[src/hw/rtl/rfa_pkg.sv]
// Shared types, sizes and codes of the refcounted frame allocator.
// Used by the frame store, the range check, the top level and the checker.
`timescale 1ns / 1ps
`default_nettype none

package rfa_pkg;

  // Store geometry. COUNT_BITS must be at least IDX_W + 1 so a link fits.
  localparam int MAX_FRAMES = 1024;
  localparam int COUNT_BITS = 16;
  localparam int IDX_W      = $clog2(MAX_FRAMES);
  localparam int LINK_W     = IDX_W + 1;

  typedef logic [IDX_W-1:0]      idx_t;
  typedef logic [LINK_W-1:0]     link_t;
  typedef logic [COUNT_BITS-1:0] cnt_t;

  // One store entry: allocated flag plus a link (free) or a count (allocated).
  typedef struct packed {
    logic used;
    cnt_t val;
  } entry_t;

  // Write port of the frame store.
  typedef struct packed {
    logic   en;
    idx_t   addr;
    entry_t data;
  } mem_wr_t;

  // Result of the region check on a frame number.
  typedef struct packed {
    logic  in_range;
    idx_t  idx;
    link_t size;
  } rng_t;

  localparam link_t END_MARK  = link_t'(MAX_FRAMES);
  localparam cnt_t  COUNT_MAX = {COUNT_BITS{1'b1}};

  // Operation codes.
  localparam logic [2:0] FN_INIT  = 3'd0;
  localparam logic [2:0] FN_ALLOC = 3'd1;
  localparam logic [2:0] FN_MARK  = 3'd2;
  localparam logic [2:0] FN_INCR  = 3'd3;
  localparam logic [2:0] FN_DECR  = 3'd4;

  // Status codes.
  localparam logic [2:0] ST_OK      = 3'd0;
  localparam logic [2:0] ST_RANGE   = 3'd1;
  localparam logic [2:0] ST_NONE    = 3'd2;
  localparam logic [2:0] ST_NOTALOC = 3'd3;
  localparam logic [2:0] ST_SAT     = 3'd4;

  // Configuration register indexes.
  localparam logic CFG_BASE   = 1'b0;
  localparam logic CFG_REGION = 1'b1;

endpackage

`default_nettype wire

[src/hw/rtl/rfa_range.sv]
// Region check: effective region size and the store index of a frame number.
// Depends on rfa_pkg for the result struct and the store size.
`timescale 1ns / 1ps
`default_nettype none

module rfa_range (
  input  wire logic [31:0]  base_frame,
  input  wire logic [10:0]  region_frames,
  input  wire logic [31:0]  frame,
  output rfa_pkg::rng_t     rng
);

  logic [31:0] size32;
  logic [31:0] offset;

  // Clamp the region to the store capacity.
  always_comb begin
    if (32'(region_frames) > 32'(rfa_pkg::MAX_FRAMES)) begin
      size32 = 32'(rfa_pkg::MAX_FRAMES);
    end else begin
      size32 = 32'(region_frames);
    end
  end

  // Offset wraps modulo 2^32, so frames below the base fall out of range.
  assign offset       = frame - base_frame;
  assign rng.in_range = offset < size32;
  assign rng.idx      = offset[rfa_pkg::IDX_W-1:0];
  assign rng.size     = size32[rfa_pkg::LINK_W-1:0];

endmodule

`default_nettype wire

[config.mk]
export PLATFORM = sky130hd
export DESIGN_NAME = rfa_range
export DESIGN_NICKNAME = d
export VERILOG_FILES = /design/src/hw/rtl/rfa_pkg.sv /design/src/hw/rtl/rfa_range.sv
export SDC_FILE = /design/constraint.sdc
export NUM_CORES = 1
export LEC_CHECK = 0
export BUFFER_PORTS_ARGS = -buffer_cell sky130_fd_sc_hd__buf_2
export CAP_MARGIN = 20
export CORE_MARGIN = 5
export CORE_UTILIZATION = 55
export DETAILED_ROUTE_END_ITERATION = 10
export GPL_TIMING_DRIVEN = 0
export PLACE_DENSITY = 0.89
export SYNTH_ARGS = -nofsm -noshare
export SYNTH_HDL_FRONTEND = slang
export SYNTH_SLANG_ARGS = --single-unit
[constraint.sdc]
create_clock -name vclk -period 15.1
set_input_delay 3.02 -clock vclk [all_inputs]
set_output_delay 3.02 -clock vclk [all_outputs]
set_load 0.02 [all_outputs]
* After elaboration in Yosys (flattened, before gate mapping)
Cells that the tools add are included.
** Operators by class
- Multiplexer cells :: 1
- Add/sub/neg operators :: 1
- Order comparisons :: 2
** Operator list (count)
- $lt 32x32->1 :: 1
- $sub 32x32->32 :: 1
- $gt 11x11->1 const B :: 1
- $mux 11 :: 1
** Storage, ports and cells
- Input port bits :: 75
- Output and inout bits :: 22
- Register bits after elaboration :: 0

* Depth between registers and ports, before layout
- Depth after elaboration :: 3
- Depth in mapped cells :: 18
- Mapped depth without buffers :: 18

* Worst setup path before layout
No wires, ideal clock.
- Path kind :: in2out
- From :: in frame[0]
- To :: out rng[21] in the netlist's numbering
- Setup slack :: 4987 ps
- Stages on the path :: 18
- Arrival :: 7093 ps
- Cell sequence :: inv_1 ha_1 inv_1 fa_1 a21o_2 a221oi_4 nor2_1 a21oi_1 xnor2_1 ha_1 or3_1 o21ai_0 a21oi_1 o21ai_0 o2111ai_1 or4b_4 or4_1 nor3_2
** RTL lines
- from (decl) :: line rfa_range.sv:9 : input wire logic [31:0] frame,
- to (decl) :: line rfa_range.sv:10 : output rfa_pkg::rng_t rng

==> results.sh <==
export IMPL_outcome="finished, final reports clean"
export IMPL_max_freq_ghz=0.0925
export IMPL_ir_worst_vdd_v=0.0000324
export IMPL_synth_most_common_cell="inv_1"
export IMPL_port_buffers=97
export IMPL_synth_seq_area_share=0
export IMPL_worstSetupPathType="in -> out"
export IMPL_antenna_found_initial=0
export IMPL_grt_first_pass_wirelength_um=12100
export IMPL_dp_hpwl_um=6480
export IMPL_p_leak_uw=0.00157
export IMPL_fin_crit_sh=0.716
export IMPL_netlist_area_leader_share=0.219
export IMPL_slew_headroom=0.456
export IMPL_finalSetupTns_ns=0
export IMPL_grt_max_degree=11
export IMPL_place_area_sq_um=2890
export IMPL_detail_route_wl_per_cell_um=14.8
export IMPL_post_cts_resized=0
export IMPL_use_met3=0.0134
export IMPL_layout_nets=566
export IMPL_die_h_um=75.2
export IMPL_cp_data_arrival_time_ns=7.79
export IMPL_filler_cell_count=362
export IMPL_die_area_sq_um=5660
export IMPL_place_gp_congestion=0.927
export IMPL_ctsHoldBuffers=0
export IMPL_drive_gt1_frac=0.271
export IMPL_met1_usage=0.326
export IMPL_worst_setup_path_end_kind="primary output"
export IMPL_synth_common_cells="50 x inv_1, 41 x ha_1, 41 x nand2_1"
export IMPL_cp_max_fo=4
export IMPL_worstSetupStartpointType="input port"
export IMPL_boundaryPins=97
export IMPL_slew_viol_final=0
export IMPL_diodes=0
export IMPL_layout_min_cycle_time_ns=10.81
export IMPL_grtUsageMet2=0.514
export IMPL_syn_avg_cell_area_sq_um=6.68
export IMPL_drt_wl_total_um=7370
export IMPL_syn_to_final_growth_pct=23.4
export IMPL_yosysTopAreaCell="ha_1"
export IMPL_design_seq_count=0
export IMPL_drtIter0Drc=187
export IMPL_grt_pass1_vias=2765
export IMPL_vias=2970
export IMPL_grt_usage=0.263
export IMPL_first_pass_iters=5
export IMPL_netlist_instances=350
export IMPL_ys_warnings_count=0
export IMPL_hold_viol=0
export IMPL_rows=23
export IMPL_cts_setup_buffers=0
export IMPL_busiest_layer="met2"
export IMPL_die_x_um=75.2
export IMPL_drt_vias_per_instance=5.98
export IMPL_grt_remaining_overflow=0
export IMPL_hold_class="in -> out"
export IMPL_antenna_left=0
export IMPL_setup_viol=0
export IMPL_nClkBuffers=0
export IMPL_synth_area_leaders="ha_1 22%, inv_1 8.0%, a21oi_1 7.3%, nand2_1 6.6%, xnor2_1 4.5%"
export IMPL_synth_net_count=467
export IMPL_core_area_sq_um=4060
export IMPL_synthesis_area_sq_um=2340
export IMPL_start_util=0.576
export IMPL_power_density_nw_per_um2=47.4
export IMPL_cp_required_ns=12.08
export IMPL_drc=0
export IMPL_regArea_sq_um=0
export IMPL_worstMarginPinSlew_ns=0.796
export IMPL_maxCapViolations=0
export IMPL_synth_cell_types=65
export IMPL_design_area_sq_um=2890
export IMPL_rsz0062_at_grt="false"
-- final cells by class --
| cell class | instances | area (sq um) | area share |
|---|---|---|---|
| timing repair buffer | 97 | 485 | 0.168 |
| multi-input combinational | 287 | 2080 | 0.720 |
| buffer | 12 | 68.8 | 0.0238 |
| inverter | 51 | 191 | 0.0663 |
| tap | 50 | 62.6 | 0.0217 |
-- report_power, final --
part / internal, uW / switching (uW)
Clock: 0 / 0
Sequential: 0 / 0
Combinational: 56.4 / 80.3
-- worst max-delay path, cell delays in order --
cell and delay, ns:
buf_2 0.10, inv_1 0.05, ha_1 0.17, inv_1 0.06, fa_1 0.39, a21o_2 0.24, a221oi_4 0.37, nor2_1 0.15
a21oi_1 0.27, xnor2_1 0.22, ha_1 0.31, or3_1 0.36, o21ai_0 0.08, a21oi_1 0.05, o21ai_0 0.37, o2111ai_1 0.20
or4b_4 0.51, or4_1 0.53, nor3_2 0.17, buf_2 0.18
-- cells by family (layout without fill, tap and decap cells) --
kind of cell | count (synthesis) | after routing | share of synthesized area
AOI/OAI and AO/OA | 117 | 117 | 0.346
and+or+nand+nor | 106 | 106 | 0.228
xor gates and xnor gates | 18 | 18 | 0.0674
buffers and inverters | 63 | 160 | 0.111
adders and majority gates | 42 | 42 | 0.228
muxes | 4 | 4 | 0.0198
-- path summary, 6_finish.rpt --
kind / cells past startpoint / endpoint / startpoint
max: 20 / rng[21] / frame[0]
min: 3 / rng[0] / region_frames[10]
-- through the flow --
step                std cells  setup WS [ns]  utilization  total power [uW]  hold slack (ns)
finish                    497           4.29        0.711               137             6.34
CTS                       497           4.32        0.711               135             6.34
global placement          497           4.36        0.711               131             6.34
detailed placement        497           4.34        0.711               134             6.34
floorplan                 350           4.99            -              95.1             6.12
global route              497           4.05        0.711               151             6.37
-- cell usage in the layout (no fill, tap or decap), types with 3 or more instances in the layout --
master and count:
o21ai_0 18, and3_1 3, o211ai_1 6, inv_1 50
a21boi_0 3, nor2_1 19, ha_1 41, o2111ai_1 5
xor2_1 6, nand2_1 41, a21o_1 10, nor3_1 5
a211oi_1 6, nand3_1 7, o21bai_1 5, a31oi_1 5
a21oi_1 34, nor2b_1 3, a21o_2 3, buf_2 98
clkbuf_1 7, xnor2_1 12, nand4_1 6
-- routing by layer --
metal  wire, um  vias to the layer above
li1           -                     1469
met3        550                       12
met4         82                        0
met5          0                        -
met2       3760                      131
met1       2970                     1358
(Power assumes the default switching activity.)
